--- config.mk ---
export PLATFORM = sky130hd
export DESIGN_NAME = fqmd_front
export DESIGN_NICKNAME = d
export VERILOG_FILES = /design/src/hdl/fqmd_pkg.sv /design/src/hdl/fqmd_front.sv
export SDC_FILE = /design/constraint.sdc
export NUM_CORES = 2
export LEC_CHECK = 0
export ABC_AREA = 1
export BUFFER_PORTS_ARGS = -buffer_cell sky130_fd_sc_hd__buf_2
export CORE_MARGIN = 2
export CORE_UTILIZATION = 55
export CTS_BUF_LIST = sky130_fd_sc_hd__clkbuf_16
export DETAILED_ROUTE_END_ITERATION = 10
export PLACE_DENSITY_LB_ADDON = 0.3
export SYNTH_ARGS = -nofsm -noshare
export SYNTH_HDL_FRONTEND = slang
export SYNTH_SLANG_ARGS = --single-unit
--- constraint.sdc ---
create_clock -name i_clk -period 23.6 [get_ports i_clk]
set_clock_uncertainty 0.2 [all_clocks]
set_input_delay 3.54 -clock i_clk [delete_from_list [all_inputs] [get_ports i_clk]]
set_output_delay 3.54 -clock i_clk [all_outputs]
set_load 0.005 [all_outputs]
--- src/hdl/fqmd_pkg.sv ---
// shared types, constants and the divider step for the q16.16 multiply/divide unit
package fqmd_pkg;

    // numerator magnitude width, divisor magnitude width, remainder width
    localparam int NW = 49;
    localparam int DW = 33;
    localparam int RW = DW + 1;

    localparam logic [1:0] REQ_MUL   = 2'd0;
    localparam logic [1:0] REQ_RATIO = 2'd1;
    localparam logic [1:0] REQ_DIV   = 2'd2;

    localparam logic signed [31:0] S32_MAX = 32'sh7FFF_FFFF;
    localparam logic signed [31:0] S32_MIN = 32'sh8000_0000;
    localparam logic signed [31:0] ONE_Q16 = 32'sh0001_0000;
    localparam logic signed [63:0] ROUND_HALF = 64'sh8000;

    typedef enum logic [1:0] {
        K_MUL   = 2'd0,
        K_DIV   = 2'd1,
        K_CONST = 2'd2
    } t_kind;

    // classified request handed from front to back
    typedef struct packed {
        t_kind              kind;
        logic               neg;
        logic [NW-1:0]      num;
        logic [DW-1:0]      den;
        logic signed [63:0] prod;
        logic [31:0]        cres;
    } t_work;

    // one slot of the divider pipeline
    typedef struct packed {
        t_kind              kind;
        logic               neg;
        logic [NW-1:0]      num;
        logic [DW-1:0]      den;
        logic [RW-1:0]      rem;
        logic [NW-1:0]      quo;
        logic signed [63:0] prod;
        logic [31:0]        cres;
    } t_stage;

    // one restoring division step: bring down one numerator bit
    function automatic t_stage div_step(input t_stage s);
        t_stage        o;
        logic [RW-1:0] rsh;
        logic          take;
        o    = s;
        rsh  = {s.rem[RW-2:0], s.num[NW-1]};
        take = (rsh >= {1'b0, s.den});
        o.rem = take ? (rsh - {1'b0, s.den}) : rsh;
        o.quo = {s.quo[NW-2:0], take};
        o.num = {s.num[NW-2:0], 1'b0};
        return o;
    endfunction

endpackage

--- src/hdl/fqmd_front.sv ---
// front end: accepts requests, classifies them and forms product or divider operands
module fqmd_front (
    input  logic                i_clk,
    input  logic                i_rst_n,
    input  logic                i_in_valid,
    output logic                o_in_ready,
    input  logic [1:0]          i_req_type,
    input  logic signed [31:0]  i_operand_a,
    input  logic signed [31:0]  i_operand_b,
    output logic                o_valid,
    input  logic                i_ready,
    output fqmd_pkg::t_work     o_work
);

    logic            r_valid;
    fqmd_pkg::t_work r_work;
    fqmd_pkg::t_work n_work;

    logic signed [15:0] rn, rd;
    logic [15:0]        rn_mag, rd_mag;
    logic signed [49:0] dn;
    logic [49:0]        dn_mag;
    logic signed [33:0] dd;
    logic [33:0]        dd_mag;

    assign o_in_ready = !r_valid || i_ready;
    assign o_valid    = r_valid;
    assign o_work     = r_work;

    // operand forming and special cases
    always_comb begin
        rn     = i_operand_a[15:0];
        rd     = i_operand_b[15:0];
        rn_mag = rn[15] ? 16'(-rn) : 16'(rn);
        rd_mag = rd[15] ? 16'(-rd) : 16'(rd);
        dn     = (50'(i_operand_a) <<< 17) + 50'(i_operand_b);
        dn_mag = dn[49] ? 50'(-dn) : 50'(dn);
        dd     = 34'(i_operand_b) <<< 1;
        dd_mag = dd[33] ? 34'(-dd) : 34'(dd);

        n_work      = '0;
        n_work.kind = fqmd_pkg::K_CONST;
        n_work.prod = 64'(i_operand_a) * 64'(i_operand_b);
        case (i_req_type)
            fqmd_pkg::REQ_MUL: begin
                n_work.kind = fqmd_pkg::K_MUL;
            end
            fqmd_pkg::REQ_RATIO: begin
                if (rd == 16'sd0) begin
                    n_work.cres = rn[15] ? fqmd_pkg::S32_MIN : fqmd_pkg::S32_MAX;
                end else begin
                    // round half away from zero: (2|n|*65536 + |d|) / (2|d|)
                    n_work.kind = fqmd_pkg::K_DIV;
                    n_work.neg  = rn[15] ^ rd[15];
                    n_work.num  = fqmd_pkg::NW'({rn_mag, 17'd0}) + fqmd_pkg::NW'(rd_mag);
                    n_work.den  = fqmd_pkg::DW'({rd_mag, 1'b0});
                end
            end
            fqmd_pkg::REQ_DIV: begin
                if (i_operand_b == fqmd_pkg::ONE_Q16) begin
                    n_work.cres = i_operand_a;
                end else if (i_operand_b == -fqmd_pkg::ONE_Q16) begin
                    n_work.cres = (i_operand_a == fqmd_pkg::S32_MIN) ?
                                  fqmd_pkg::S32_MAX : 32'(-i_operand_a);
                end else if (i_operand_b == 32'sd0) begin
                    n_work.cres = i_operand_a[31] ? fqmd_pkg::S32_MIN : fqmd_pkg::S32_MAX;
                end else begin
                    // truncate (a*131072 + b) / (2b)
                    n_work.kind = fqmd_pkg::K_DIV;
                    n_work.neg  = dn[49] ^ dd[33];
                    n_work.num  = dn_mag[fqmd_pkg::NW-1:0];
                    n_work.den  = dd_mag[fqmd_pkg::DW-1:0];
                end
            end
            default: begin
                n_work.cres = '0;
            end
        endcase
    end

    // request register
    always_ff @(posedge i_clk) begin
        if (!i_rst_n) begin
            r_valid <= 1'b0;
        end else if (o_in_ready) begin
            r_valid <= i_in_valid;
        end
    end

    always_ff @(posedge i_clk) begin
        if (o_in_ready && i_in_valid) begin
            r_work <= n_work;
        end
    end

endmodule

* Yosys cells after proc, flatten, opt, wreduce, memory -nomap -nowiden
Cells that the tools add are included.
** Storage, ports and cells
- Bits in registers :: 182
- Bits of input ports :: 70
- Output and inout bits :: 183
- Logic and storage cells :: 46
** Cells by class
- $add $sub $neg :: 7
- Multiply operators :: 1
- Equal/unequal tests :: 5
- Mux-type cells :: 18
- Bitwise gates (word level) :: 2
- Reductions and logical operators :: 6
** Operators by type and width (number)
- $mux 85 :: 4
- $mux 32 :: 7
- $pmux 83 s2 :: 1
- $mul 32x32->64 :: 1
- $pmux 32 s2 :: 1
- $add 49x32->50 :: 1
- $mux 49 :: 1
- $neg 49->49 :: 1
- $add 33x16->34 :: 1
- $mux 33 :: 1
- $neg 33->33 :: 1
- $eq 32x17->1 const B :: 1
- $eq 32x18->1 const B :: 1
- $eq 32x32->1 const B :: 1
- $logic_not 32->1 :: 1
- $mux 16 :: 2
- $neg 16->16 :: 2
- $neg 32->32 :: 1
- $logic_not 16->1 :: 1
- $pmux 2 s3 :: 1
- $eq 2x1->1 const B :: 1
- $eq 2x2->1 const B :: 1
- $logic_not 2->1 :: 1
- $xor 1x1->1 :: 2
- 3 further kinds :: 3

* Longest topological paths before layout
- Depth in word-level cells :: 7
- Mapped depth :: 34
- Gate-level depth less buffers :: 31

* Least setup slack after synthesis
Ideal clock, no wire load.
- Path kind :: input to register
- Start :: input i_in_valid
- End :: register r_work (netlist bit o_work[0]), enable pin
- Library setup time :: 0.776 ns
- Arrival time :: 12.176 ns
- Slack :: 10.448 ns
- Cell stages on the path :: 2
- Path buffers :: 0
- Path through :: inv_1 > a21oi_1
** On the way
- Word-level cells in the longest chain between the ends :: 1
** Ends and longest elaborated chain
- start, declared :: RTL line fqmd_front.sv:5 : input logic i_in_valid,
- $logic_and 1x1->1 :: RTL line fqmd_front.sv:91 : if (o_in_ready && i_in_valid) begin
- end signal, assigned :: RTL line fqmd_front.sv:92 : r_work <= n_work;
- end, declared :: RTL line fqmd_front.sv:16 : fqmd_pkg::t_work r_work;
Every way passes these cells.
A chain may end at the register's enable or synchronous reset.

==> metrics.md <==
| Metric | Value |
|---|---|
| Distinct cells, synth | 59 |
| Setup TNS Final | 0 ns |
| Setup Fix Bufs, Post-CTS | 0 |
| GRT overflow | 0 |
| Global-route wire length before repair | 235,700 um |
| Final hold vios | 0 |
| Layout cells sized above 1 | 6.794% |
| HPWL after DPL | 118,400 um |
| Slew @ Worst Pin | 1.115 ns |
| Seq. cell area | 5395 sq um |
| Initial antenna violation count | 3 |
| Fin nets | 7,520 |
| Area share of the largest cell type after synthesis | 43.70% |
| Vias in the first global route | 41,790 |
| Post-Place Cells | 7,282 |
| CP required | 23.68 ns |
| Initial Utilization | 55.29% |
| Max Slew Vio Count | 0 |
| Iteration-0 DRC Markers | 3,763 |
| Synth Flop Type | edfxtp_1 |
| Net Count, Synth | 7,488 |
| I/O pin count | 253 |
| DRC | 0 |
| Buffers from clock root to sink, at most | 2 |
| H-tree depth | 4 |
| Outcome | finished, final reports clean |
| Crit-path max FO | 38 |
| DRT Pass-1 Iters | 6 |
| Filler instances | 8,077 |
| Slew HR | 25.47% |
| Count leader, synth | inv_1 |
| CTS buffer count | 17 |
| Cts hold-fix bufs | 0 |
| Sink Count | 180 |
| F_max | 0.08415 GHz |
| Total Wirelength | 147,700 um |
| Drt via density | 5.445 |
| Crit path time final | 11.88 ns |
| Latest clock arrival within the worst-skew pair | 0.54 ns |
| Setup violators final | 0 |
| Adder-Cell Fraction of Synth Area | 49.80% |
| Area contributors post-synth | fa_1, inv_1, edfxtp_1, nand2_1, ha_1 |
| WP data arrival | 11.97 ns |
| Post-synth EDFFs | 179 |
| Cts repair resizes | 0 |
| TritonCTS clock tree | yes |
| Main combinational cell family by area after synthesis | adder cells |
| Largest net degree at the start of global routing | 82 |
| Vias | 39,850 |
| Hold Path Class | reg -> reg |
| Crit. End Element | register |
| Mux share of post-synthesis cell area | 0% |
| Non-filler cells in the finished layout | 7,319 |
| Rows | 110 |
| Die Ht | 304.4 um |
| Sequential fraction of the synthesis area | 10.87% |
| Placeable Area | 89,740 sq um |
| Die X | 304.4 um |
| Post-synth top cells | inv_1, nand2_1, fa_1 |
| CTS clock-pin slew for the worst setup and hold paths | 0.08 ns |
| GRT Overall Usage | 33.12% |
| Remaining antenna violation count | 0 |
| Synth warn | 0 |
| Root buffer cell | clkbuf_16 |
| Syn avg cell area | 8.143 sq um |
| Setup crit start kind | input pin |
| Compound-gate portion of the synthesized area | 5.739% |
| Routability cong. | 0.9782 |
| Top cell type by total area after synthesis | fa_1 |
| Post-synth ARST share | 0% |
| Syn Inst Count | 6,093 |
| Die Area | 92,630 sq um |
| Synthesis-to-layout area growth | 5.258% |
| Post-Synth XOR/XNOR Area | 2.413% |
| Multi-input logic area | 36,420 sq um |
| WS Path Type | in -> reg |
| Max cap viols | 0 |
| Wire per inst | 20.18 um |
| Synth Area in Simple Gates | 15.41% |
| Period Utilization, post-route | 50.35% |
| Yosys reg bits | 180 |
| Number of port buffers | 251 |
| RSZ-0062 raised after global routing | no |
| Mapped cell area | 49,620 sq um |
## kinds of logic (layout without fill, tap and decap cells)
kind of cell / Yosys count / count (layout)
buffers and inverters: 2050 / 2095
AND/OR/NAND/NOR: 1894 / 1894
adder cells (fa/ha/maj): 1325 / 1325
AO/OA/AOI/OAI: 508 / 508
flip-flops: 180 / 180
XOR/XNOR: 135 / 135
other: 1 / 6
## worst paths after layout
path                            slack, ns           start         end  cells after the start
worst max register to register      20.86         o_valid  o_work[91]                      3
worst min register to register       0.35         o_valid     o_valid                      2
worst max-delay path                11.72  i_operand_b[8]  o_work[91]                     21
worst min-delay path                 0.35         o_valid     o_valid                      2
## area by class of cell
| class | instances | share of cell area (%) |
|---|---|---|
| multi-input cells | 3863 | 69.73 |
| inverters | 1751 | 12.60 |
| flip-flops and latches | 180 | 10.33 |
| repair buffers | 312 | 3.282 |
| well taps | 1176 | 2.817 |
| clock buffers | 17 | 0.8145 |
| clock inverters | 15 | 0.3953 |
| diodes | 5 | 0.02396 |
## state kept, by name (all words and copies together), names as in the netlist
name	cells
o_work	179
o_valid	1
## routing by layer
| metal | up-vias | GRT usage (%) | share of wire [%] |
|---|---|---|---|
| met4 | 0 | 14.00 | 4.6 |
| met5 | - | 0 | 0 |
| met1 | 19860 | 43.03 | 38 |
| met2 | 1941 | 54.94 | 49 |
| li1 | 17660 | - | - |
| met3 | 393 | 5.885 | 8.6 |
## critical path: stages
cell and delay (ns):
buf_2 0.80, nand2_1 0.32, fa_1 0.71, fa_1 0.91, fa_1 0.53, fa_1 0.51, inv_1 0.06, fa_1 0.57
fa_1 0.43, fa_1 0.52, fa_1 0.42, ha_1 0.43, nand2_1 0.11, nor2_1 0.32, inv_1 0.10, nor4_1 0.41
nand3_1 0.14, o211ai_1 0.60, a21o_1 0.24, a21oi_1 0.09, xnor2_1 0.14
## per-stage QoR
stage / cell area, sq um / hold WS [ns] / utilization [%] / setup slack, ns
after floorplan: 49620 / 0.3229 / - / 10.45
after global placement: 51580 / 0.3291 / 57.48 / 11.49
after detailed placement: 51580 / 0.3551 / 57.48 / 11.29
after CTS: 52210 / 0.3654 / 58.19 / 11.84
after global routing: 52220 / 0.4008 / 58.19 / 11.35
final: 52230 / 0.3524 / 58.20 / 11.72
## layout by cell type, fill, tap and decap left out, types with 5 or more instances in the layout
cell type  instances
a21o_1            10
a21oi_1          253
a21oi_2            6
a31oi_1           21
buf_2            251
buf_4             61
clkbuf_16         17
clkinv_8           5
diode_2            5
edfxtp_1         179
fa_1            1083
ha_1             241
inv_1           1739
inv_2             10
nand2_1         1416
nand2_2            7
nand3_1           96
nand4_1           44
nor2_1           254
nor2_2            11
nor3_1            21
nor3_2             6
nor4_1            12
o211ai_1          40
o21a_1            10
o21ai_0          111
o21ai_1           17
o22ai_1           11
or2_2              6
xnor2_1           46
xor2_1            87
Power is left out: the tool's default activity adds up to more than one toggle a clock period on the data nets, which glitch-free logic cannot reach.
