**config.mk**
```make
export PLATFORM = sky130hd
export DESIGN_NAME = fqmd_queue
export DESIGN_NICKNAME = d
export VERILOG_FILES = /design/src/hdl/fqmd_pkg.sv /design/src/hdl/fqmd_queue.sv
export SDC_FILE = /design/constraint.sdc
export NUM_CORES = 1
export LEC_CHECK = 0
export BUFFER_PORTS_ARGS = -buffer_cell sky130_fd_sc_hd__buf_4
export CAP_MARGIN = 25
export CORE_MARGIN = 4
export CORE_UTILIZATION = 52
export DETAILED_ROUTE_END_ITERATION = 8
export MAX_ROUTING_LAYER = met4
export PLACE_DENSITY_LB_ADDON = 0.3
export RECOVER_POWER = 25
export SYNTH_ARGS = -nofsm -noshare
export SYNTH_HDL_FRONTEND = slang
export SYNTH_SLANG_ARGS = --single-unit
```
**constraint.sdc**
```tcl
create_clock -name i_clk -period 7.5 [get_ports i_clk]
set_clock_uncertainty 0.2 [all_clocks]
set_input_delay 0.375 -clock i_clk [delete_from_list [all_inputs] [get_ports i_clk]]
set_output_delay 0.375 -clock i_clk [all_outputs]
set_load 0.03 [all_outputs]
```
**src/hdl/fqmd_pkg.sv**
```systemverilog
// shared types, constants and the divider step for the q16.16 multiply/divide unit
package fqmd_pkg;

    // numerator magnitude width, divisor magnitude width, remainder width
    localparam int NW = 49;
    localparam int DW = 33;
    localparam int RW = DW + 1;

    localparam logic [1:0] REQ_MUL   = 2'd0;
    localparam logic [1:0] REQ_RATIO = 2'd1;
    localparam logic [1:0] REQ_DIV   = 2'd2;

    localparam logic signed [31:0] S32_MAX = 32'sh7FFF_FFFF;
    localparam logic signed [31:0] S32_MIN = 32'sh8000_0000;
    localparam logic signed [31:0] ONE_Q16 = 32'sh0001_0000;
    localparam logic signed [63:0] ROUND_HALF = 64'sh8000;

    typedef enum logic [1:0] {
        K_MUL   = 2'd0,
        K_DIV   = 2'd1,
        K_CONST = 2'd2
    } t_kind;

    // classified request handed from front to back
    typedef struct packed {
        t_kind              kind;
        logic               neg;
        logic [NW-1:0]      num;
        logic [DW-1:0]      den;
        logic signed [63:0] prod;
        logic [31:0]        cres;
    } t_work;

    // one slot of the divider pipeline
    typedef struct packed {
        t_kind              kind;
        logic               neg;
        logic [NW-1:0]      num;
        logic [DW-1:0]      den;
        logic [RW-1:0]      rem;
        logic [NW-1:0]      quo;
        logic signed [63:0] prod;
        logic [31:0]        cres;
    } t_stage;

    // one restoring division step: bring down one numerator bit
    function automatic t_stage div_step(input t_stage s);
        t_stage        o;
        logic [RW-1:0] rsh;
        logic          take;
        o    = s;
        rsh  = {s.rem[RW-2:0], s.num[NW-1]};
        take = (rsh >= {1'b0, s.den});
        o.rem = take ? (rsh - {1'b0, s.den}) : rsh;
        o.quo = {s.quo[NW-2:0], take};
        o.num = {s.num[NW-2:0], 1'b0};
        return o;
    endfunction

endpackage

```
**src/hdl/fqmd_queue.sv**
```systemverilog
// two-entry queue between front end and divider pipeline
module fqmd_queue (
    input  logic            i_clk,
    input  logic            i_rst_n,
    input  logic            i_valid,
    output logic            o_ready,
    input  fqmd_pkg::t_work i_work,
    output logic            o_valid,
    input  logic            i_ready,
    output fqmd_pkg::t_work o_work
);

    fqmd_pkg::t_work r_mem [0:1];
    logic            r_wp, r_rp;
    logic [1:0]      r_cnt;
    logic            push, pop;

    assign o_ready = (r_cnt != 2'd2);
    assign o_valid = (r_cnt != 2'd0);
    assign o_work  = r_mem[r_rp];
    assign push    = i_valid && o_ready;
    assign pop     = o_valid && i_ready;

    // pointers and fill count
    always_ff @(posedge i_clk) begin
        if (!i_rst_n) begin
            r_wp  <= 1'b0;
            r_rp  <= 1'b0;
            r_cnt <= 2'd0;
        end else begin
            if (push) r_wp <= !r_wp;
            if (pop)  r_rp <= !r_rp;
            r_cnt <= r_cnt + {1'b0, push} - {1'b0, pop};
        end
    end

    always_ff @(posedge i_clk) begin
        if (push) begin
            r_mem[r_wp] <= i_work;
        end
    end

endmodule

```
# After elaboration in Yosys (flattened, before gate mapping)
# Memory sizes are Yosys's and may differ from the RTL's. A register that Yosys moved wholly into a read port is not among the register bits.
# Index checks and enable logic that the tools add are counted.
# totals
memories	1
elab_cells	16
ff_bits	4
latch_bits	0
out_inout_bits	183
rom_bits	0
ram_bits	362
# memory_table
name	depth	width	rd	rd_ports_with_merged_regs	wr	line	source
r_mem	2	181	1	1	1	fqmd_queue.sv:13	fqmd_pkg::t_work r_mem [0:1];
# classes
shifts	0
mux	4
bitwise	0
n_div	0
add_sub_neg	2
order_cmp	0
multipliers	0
n_reduce_logical	5
eq_ne	1
# ops
op	count
1-bit two-way mux	4
2-bit by 1-bit adder with 2-bit output	1
1-bit logical AND	2
1-bit zero test	2
2-bit inequality test, second input constant	1
2-bit nonzero test	1
2-bit by 1-bit subtractor with 2-bit output	1

# Depth between registers and ports, before layout
# Gate-level depths: netlist (run 1).
# depth
ltp_word	4
depth_mapped	6

# Worst setup path before layout (run 1)
# Ideal clock, no wire load.
# synth_timing
path_type	reg2reg
from	register r_cnt[0]
to	memory r_mem[1][0] (netlist bit) (enable)
period_less_slack_ns	5.763
path_stages_with_launch	3
path_buffers	0
arrival_ns	4.999
setup_time_ns	0.565
required_time_ns	6.735
setup_slack_ns	1.737
path_cell_list	dfxtp_1 > nand2b_1 > and3_1
# synth_via
elab_chain_len	4
# synth_rtl
element	line	source
start: declaration	fqmd_queue.sv:15	logic [1:0] r_cnt;
start signal: assignment	fqmd_queue.sv:33	r_cnt <= r_cnt + {1'b0, push} - {1'b0, pop};
2-bit inequality test	fqmd_queue.sv:18	assign o_ready = (r_cnt != 2'd2);
named net o_ready	fqmd_queue.sv:6	output logic o_ready,
1-bit logical AND	fqmd_queue.sv:21	assign push = i_valid && o_ready;
1-bit two-way mux	fqmd_queue.sv:38	if (push) begin
1-bit two-way mux (not written as such)	fqmd_queue.sv:39	r_mem[r_wp] <= i_work;
end: declaration	fqmd_queue.sv:13	
# The timed path passes the listed nets, and every way through them passes these cells.

==> flow_metrics.tcl, run 1 <==
set metrics [dict create \
    r2r_cells 5 \
    placed_cell_area_um2 16700 \
    hold_viol_final 0 \
    die_area_um2 29000 \
    cts_tree "built" \
    synth_top_area_share_pct 79.5 \
    overflow 0 \
    multi_input_area_um2 2530 \
    p_leak_nw 7.46 \
    tns_ps 0 \
    whs_path_depth 3 \
    max_freq_ghz 0.278 \
    cellPowerDensity_nw_per_um2 313 \
    place_hpwl_um 18500 \
    synth_area_leader_cell "edfxtp_1" \
    wl_um 31600 \
    timing.hold.ws_ps 81.7 \
    final-max-slew-violation-count 0 \
    initial_utilization_pct 52.6 \
    drtAntennaViolNets 0 \
    fin_nets 1353 \
    fin_crit_ps 3600 \
    yosysWarningCount 0 \
    drtPass1Iterations 6 \
    stdcell_count 1528 \
    setup_violations 0 \
    clock-sinks 367 \
    max_slew_margin_pct 30.4 \
    rows 59 \
    io_pins 368 \
    cts-root-buf "clkbuf_16" \
    drc_errors 0 \
    dr_total_vias 7704 \
    cp_slowest_cell "dfxtp_4" \
    die_w_um 170 \
    ys_seq_elements 367 \
    holdCritPathClass "in2reg" \
    syn_avg_cell_area_um2 23.1 \
    grt_pass1_vias 8377 \
    syn2layout_area_growth_pct 43.6 \
    path_class "reg2out" \
    antenna_found_initial 2 \
    syn-instance-count 593 \
    gp_congestion 0.802 \
    numCtsBuffers 37 \
    critPathMostFrequentCell "buf_4" \
    insertion_delay_ps 500 \
    fillers 1417 \
    tightest_slew_ps 1040 \
    status "finished clean" \
    synth.distinct_cells 25 \
    htree_levels 2 \
    critPathMaxStageDelay_ps 870 \
    initialDrtViolationCount 578 \
    clk_pin_slew_worst_paths_ps 60 \
    grt_max_degree 110 \
    critPathCaptureType "output pin" \
    track_usage_pct 21.7 \
    core-area_um2 26000 \
    arrival_ps 3030 \
    ir_drop_v 0.000262 \
    clk_path_buf_depth 3 \
    drv_cap 0 \
    grt_pass1_wl_um 46500 \
    fin_area_um2 19600 \
    yosys-top-cells-area "edfxtp_1 79%, mux2_4 9.9%, mux2_2 7.5%" \
    dp_cells 1280 \
    wl_per_cell_um 20.7 \
    seq_area_um2 11000 \
    syn_area_um2 13700 \
    rsz0062_at_grt "no" \
    via_per_inst 5.04 \
    syn-num-nets 779 \
    final_core_util_pct 75.6 \
    crit_path_cell_trace "buf_4 > mux2_2 > buf_4" \
    worst_setup_path_start_kind "register" \
    die_h_um 170 \
    worstPathMaxFanout 63 \
    ys_seq_area_share_pct 80.2 \
    required_ps 6920 \
    port_buffers 367 \
    drive_above_1_share_pct 48.0 \
    finalCritPeriodShare_pct 48.0 \
]
## where the power goes
part           leakage, nW  switching, W  total, W  internal, W
clock                0.581      0.000719   0.00183      0.00111
sequential            3.43     0.0000909   0.00258      0.00249
combinational         3.45      0.000970   0.00174     0.000767
total                 7.46       0.00178   0.00615      0.00437
## critical path: cells and delay by family (launching register included)
family                 cells  cell delay [ps]
muxes                      1              450
DFF                        1              870
buffers and inverters      2             1040
## per-layer routing
metal  vias up  wire (µm)  GRT usage [%]
li1       3510          -              -
met1      3788      11600           25.0
met2       350      16400           37.2
met3        56       2910           6.46
met4         0        692           5.69
met5         -          0              -
## flip-flops by register name, indices dropped and copies added, names as in the netlist, named ones only
signal / count
r_mem: 362
r_wp: 1
r_rp: 1
r_cnt: 2
## cell families (layout without fill, tap and decap cells)
group,count (synthesis),count (layout),synth area share [%]
DFF,367,367,80.2
muxes,181,181,17.4
buffers and inverters,22,620,1.29
and+or+nand+nor,15,15,0.640
AOI/OAI and AO/OA,6,6,0.320
adders and majority gates,1,1,0.0915
xor gates and xnor gates,1,1,0.0641
other,0,2,0
## synth_stat cells
library cell and n:
buf_6 11, dfxtp_1 5, mux2_4 90, xor2_1 1
inv_1 2, or2_2 1, o21ba_2 1, o21ai_0 2
a21bo_2 1, buf_2 9, and3_1 2, and2b_1 1
o31a_1 1, ha_1 1, nor4_1 1, edfxtp_1 362
nor2_1 4, a21oi_1 1, nand3_1 1, nand2b_1 1
nand3b_1 1, mux2_2 91, nor3_1 1, and2_1 1
nor4bb_1 1
## path summary, 6_finish.rpt
path	start	endpoint	slack (ps)
worst max-delay path	register	o_work[68]	3900
worst min-delay path	i_valid	r_wp	80
worst max register to register	r_cnt[0]	r_mem[0][156]	4440
worst min register to register	r_rp	register	300
## cell usage in the layout, fill, tap and decap left out, types with 2 or more instances in the layout
master	instances
clkinv_2	5
mux2_2	91
clkinv_1	6
dlygate4sd3_1	182
bufinv_16	6
buf_4	254
dfxtp_1	4
mux2_4	90
clkbuf_1	44
diode_2	2
clkbuf_16	37
edfxtp_1	362
clkinvlp_4	2
clkbuf_4	79
nor2_1	4
o21ai_0	2
## per-stage QoR
stage	worst slack, ps	total power, W
global route	3780	0.00638
floorplan	1740	0.00375
CTS	3890	0.00618
detailed placement	4310	0.00428
global placement	4380	0.00425
finish	3900	0.00615
## final cells by class
type                            instances  share of cell area (%)
Antenna cell                            2                  0.0255
Clock buffer                           43                    4.83
Clock inverter                         20                    1.28
Inverter                                2                  0.0637
Multi-Input combinational cell        204                    12.9
Sequential cell                       367                    55.9
Tap cell                              335                    2.13
Timing Repair Buffer                  555                    22.9
## repair_timing
action / 4_1_cts / 5_1_grt
setup buffers: 0 / 0
resized for setup: 0 / 0
hold endpoints to repair: 367 / 0
hold buffers: 182 / 0
Power figures use the tool's default switching activity.
==> run 2: changes to the inputs <==
--- a/config.mk
+++ b/config.mk
@@ -8,7 +8,7 @@
 export BUFFER_PORTS_ARGS = -buffer_cell sky130_fd_sc_hd__buf_4
 export CAP_MARGIN = 25
 export CORE_MARGIN = 4
-export CORE_UTILIZATION = 52
+export CORE_UTILIZATION = 47
 export DETAILED_ROUTE_END_ITERATION = 8
 export MAX_ROUTING_LAYER = met4
 export PLACE_DENSITY_LB_ADDON = 0.3
==> constraint.sdc (replaced) <==
create_clock -name i_clk -period 3.2 [get_ports i_clk]
set_clock_uncertainty 0.2 [all_clocks]
set_input_delay 0.16 -clock i_clk [delete_from_list [all_inputs] [get_ports i_clk]]
set_output_delay 0.16 -clock i_clk [all_outputs]
set_load 0.03 [all_outputs]
==> flow_metrics.tcl, run 2 (synthesis gave the netlist of run 1 again) <==
set metrics [dict create \
    status "finished clean" \
    ctsHoldBuffers 185 \
    die_w_um 179 \
    worst_setup_path_start_kind "register" \
    io_pins 368 \
    wl_um 31400 \
    via_per_inst 4.88 \
    die_h_um 179 \
    initialDrtViolationCount 394 \
    post-place-ws_ps 982 \
    finalCritPeriodShare_pct 83.3 \
    rsz0062_at_grt "no" \
    tns_ps 0 \
    overflow 0 \
    critPathCaptureType "output pin" \
    fin_nets 1372 \
    syn2layout_area_growth_pct 46.0 \
    antenna_found_initial 0 \
    antenna_cells 0 \
    required_ps 2840 \
    max_freq_ghz 0.375 \
    track_usage_pct 19.3 \
    drive_above_1_share_pct 49.2 \
    clk_path_buf_depth 3 \
    tightest_slew_ps 719 \
    hold_viol_final 0 \
    worstPathMaxFanout 43 \
    max_slew_margin_pct 52.0 \
    drc_errors 0 \
    cts_tree "built" \
    wl_per_cell_um 19.6 \
    p_leak_nw 7.60 \
    placed_cell_area_um2 17000 \
    die_area_um2 31900 \
    final-max-slew-violation-count 0 \
    grt_pass1_vias 8422 \
    drv_cap 0 \
    numCtsBuffers 38 \
    largest_register_ffs 362 \
    initial_utilization_pct 47.6 \
    holdCritPathClass "in2reg" \
    rows 62 \
    insertion_delay_ps 510 \
    fin_area_um2 20000 \
    dr_total_vias 7806 \
    setup_violations 0 \
    ir_drop_v 0.000570 \
    place_hpwl_um 19500 \
    grt_max_degree 55 \
    htree_levels 2 \
    dp_cells 1345 \
    arrival_ps 2310 \
    rrSetupSlack_ps 990 \
    final_common_cell "edfxtp_1" \
    clock-sinks 367 \
    gp_congestion 0.816 \
    cts_resized 0 \
    drtPass1Iterations 4 \
    clk_pin_slew_worst_paths_ps 60 \
    grt_pass1_wl_um 45800 \
    fin_crit_ps 2670 \
    largest-register "r_mem" \
    drtAntennaViolNets 0 \
    final_cell_mix "362 x edfxtp_1, 262 x buf_4, 185 x dlygate4sd3_1" \
    reg.largest.list "r_mem: 362 flops, r_cnt: 2 flops" \
    port_buffers 367 \
    stdcell_count 1598 \
    core-area_um2 28700 \
    p_total_w 0.0144 \
    post_cts_buffers 0 \
    path_class "reg2out" \
    cts-root-buf "clkbuf_16" \
    setup_slack_ps 535 \
    cellPowerDensity_nw_per_um2 722 \
]
[run 2: cell types whose count changed in the layout (fill, tap and decap cells not counted), sizes merged]
cell         previous run  this run
diode                   2         0
clkinv                 12        17
buf                   256       273
bufinv                  6         3
clkinvlp                2         3
dlygate4sd3           182       185
[run 2: metal layers]
layer	up-vias	global-route usage, %	share of wire (%)	wire length, µm
li1	3559	-	-	-
met1	3839	22.6	38	11800
met2	355	33.0	51	16100
met3	53	5.32	8.9	2780
met4	0	5.24	2.1	648
met5	-	-	0	0
[run 2: path summary, 6_finish.rpt]
path                                  from  cells after the start            end
worst max-delay path              register                      3     o_work[87]
worst min-delay path            i_work[24]                      2   r_mem[0][24]
worst max register to register    r_cnt[0]                      4  r_mem[0][148]
worst min register to register        r_rp                      2           r_rp
[run 2: area by class of cell]
class / count / area (µm²)
clock buffers: 45 / 1010
clock inverters: 23 / 185
fillers: 1784 / 8730
inverters: 2 / 11.3
multi-input cells: 204 / 2540
flip-flops and latches: 367 / 11000
well taps: 384 / 480
repair buffers: 573 / 4770
[run 2: metrics by stage]
stage,utilization (%),hold WS [ps]
detailed placement,59.4,148
finish,69.6,197
CTS,70.0,148
floorplan,-,58.9
global placement,59.4,145
global route,69.6,184
[run 2: power by group]
part           total, W  switching, W  internal [W]  leakage [nW]
clock           0.00419       0.00170       0.00249         0.582
combinational   0.00419       0.00230       0.00189          3.59
sequential      0.00603      0.000195       0.00584          3.43
[run 2: critical path, cell delays in order, from the launching register on]
cell,delay (ps)
dfxtp_4,810
buf_4,390
mux2_2,390
buf_4,170
==> run 3: changes to the inputs <==
--- a/config.mk
+++ b/config.mk
@@ -8,7 +8,7 @@
 export BUFFER_PORTS_ARGS = -buffer_cell sky130_fd_sc_hd__buf_4
 export CAP_MARGIN = 25
 export CORE_MARGIN = 4
-export CORE_UTILIZATION = 47
+export CORE_UTILIZATION = 52
 export DETAILED_ROUTE_END_ITERATION = 8
 export MAX_ROUTING_LAYER = met4
 export PLACE_DENSITY_LB_ADDON = 0.3
==> constraint.sdc (replaced) <==
create_clock -name i_clk -period 2.7 [get_ports i_clk]
set_clock_uncertainty 0.2 [all_clocks]
set_input_delay 0.135 -clock i_clk [delete_from_list [all_inputs] [get_ports i_clk]]
set_output_delay 0.135 -clock i_clk [all_outputs]
set_load 0.03 [all_outputs]
==> flow_metrics.tcl, run 3 (synthesis gave the netlist of run 1 again) <==
set metrics [dict create \
    die_w_um 170 \
    overflow 0 \
    use_met2_pct 36.4 \
    numCtsBuffers 37 \
    p_leak_nw 7.53 \
    drtAntennaViolNets 0 \
    arrival_ps 1990 \
    hold_viol_final 0 \
    die_area_um2 29000 \
    clk_path_buf_depth 3 \
    grt_pass1_vias 8454 \
    fillers 1406 \
    worst_setup_path_start_kind "register" \
    required_ps 2370 \
    grt_max_degree 96 \
    drv_cap 0 \
    ir_drop_v 0.000684 \
    final_cell_mix "362 x edfxtp_1, 254 x buf_4, 185 x dlygate4sd3_1" \
    final_common_cell "edfxtp_1" \
    top_usage_layer "met2" \
    rows 59 \
    path_class "reg2out" \
    via_per_inst 5.06 \
    port_buffers 367 \
    worstPathMaxFanout 19 \
    htree_levels 2 \
    holdCritPathClass "in2reg" \
    fin_crit_ps 2330 \
    place_hpwl_um 18400 \
    drive_above_1_share_pct 48.7 \
    track_usage_pct 21.5 \
    reg.largest.list "r_mem: 362 flops, r_cnt: 2 flops" \
    p_total_w 0.0170 \
    wl_um 31100 \
    rsz0062_at_grt "no" \
    grt_util_met3_pct 5.06 \
    r2r_cells 6 \
    whs_path_depth 2 \
    final-max-slew-violation-count 0 \
    setup_violations 0 \
    die_h_um 170 \
    setup_slack_ps 371 \
    cts-root-buf "clkbuf_16" \
    max_freq_ghz 0.429 \
    grt_pass1_wl_um 46300 \
    syn2layout_area_growth_pct 44.8 \
    core-area_um2 26000 \
    clk_pin_slew_worst_paths_ps 60 \
    gp_congestion 0.766 \
    status "finished clean" \
    io_pins 368 \
    clock-sinks 367 \
    antenna_found_initial 2 \
    max_slew_margin_pct 62.1 \
    grt_use_met1_pct 25.6 \
    cellPowerDensity_nw_per_um2 860 \
    initialDrtViolationCount 612 \
    dr_total_vias 7777 \
    post-place-ws_ps 866 \
    largest_register_ffs 362 \
    tightest_slew_ps 568 \
    cts_tree "built" \
    drc_errors 0 \
    finalCritPeriodShare_pct 86.3 \
    critPathCaptureType "output pin" \
    largest-register "r_mem" \
    drtPass1Iterations 4 \
    fin_nets 1362 \
    initial_utilization_pct 52.6 \
    insertion_delay_ps 480 \
    wl_per_cell_um 20.2 \
]
-- run 3: cell count changes in the layout (fill, tap and decap cells not counted) --
cell,before,now
diode_2,0,2
clkbuf_4,83,84
clkbuf_1,37,43
buf_1,1,0
bufinv_16,3,5
buf_12,10,8
clkbuf_16,39,37
clkbuf_8,1,0
inv_6,1,0
clkinv_2,6,5
clkinv_1,11,5
buf_4,262,254
-- run 3: what timing repair did --
item / 4_1_cts / 5_1_grt
gates resized for setup: 0 / 0
hold buffers: 185 / 0
setup buffers: 0 / 0
endpoints found under the hold margin: 367 / 0
-- run 3: path summary, 6_finish.rpt --
path | to | start | slack (ps)
setup / recovery | o_work[2] | register | 370
hold / removal | r_mem[1][90] | i_work[90] | 180
setup reg to reg | r_cnt[0] | r_cnt[1] | 610
hold reg to reg | r_rp | r_rp | 310
-- run 3: metrics by stage --
stage	hold slack, ps	area (µm²)	instances	TNS [ps]	util [%]
floorplan	33.9	13700	593	-365070	-
global placement	120	16900	1287	0	65.0
detailed placement	123	16900	1287	0	65.0
CTS	139	19900	1536	0	76.7
global route	176	19800	1538	0	76.2
finish	181	19800	1538	0	76.2
-- run 3: power breakdown --
part,leakage (nW),internal (W),switching [W]
logic,3.53,0.00220,0.00278
registers,3.43,0.00692,0.000171
clock network,0.566,0.00300,0.00196
total,7.53,0.0121,0.00491
-- run 3: critical path: stages, from the launching register on --
cell,delay (ps)
dfxtp_4,460
buf_12,210
buf_4,270
mux2_2,380
buf_4,170
-- run 3: cell type report --
type	count	area, µm²	share of cell area (%)
diodes	2	5.00	0.0253
clock buffers	47	963	4.87
clock inverters	17	209	1.06
inverters	2	11.3	0.0569
multi-input cells	204	2540	12.8
flip-flops and latches	367	11000	55.4
well taps	335	419	2.12
repair buffers	564	4670	23.6
-- run 3: metal layers --
metal	part of all wire, %	routed length [µm]
met5	0	0
met4	3.1	948
met3	8.2	2540
met2	51	16000
met1	37	11600
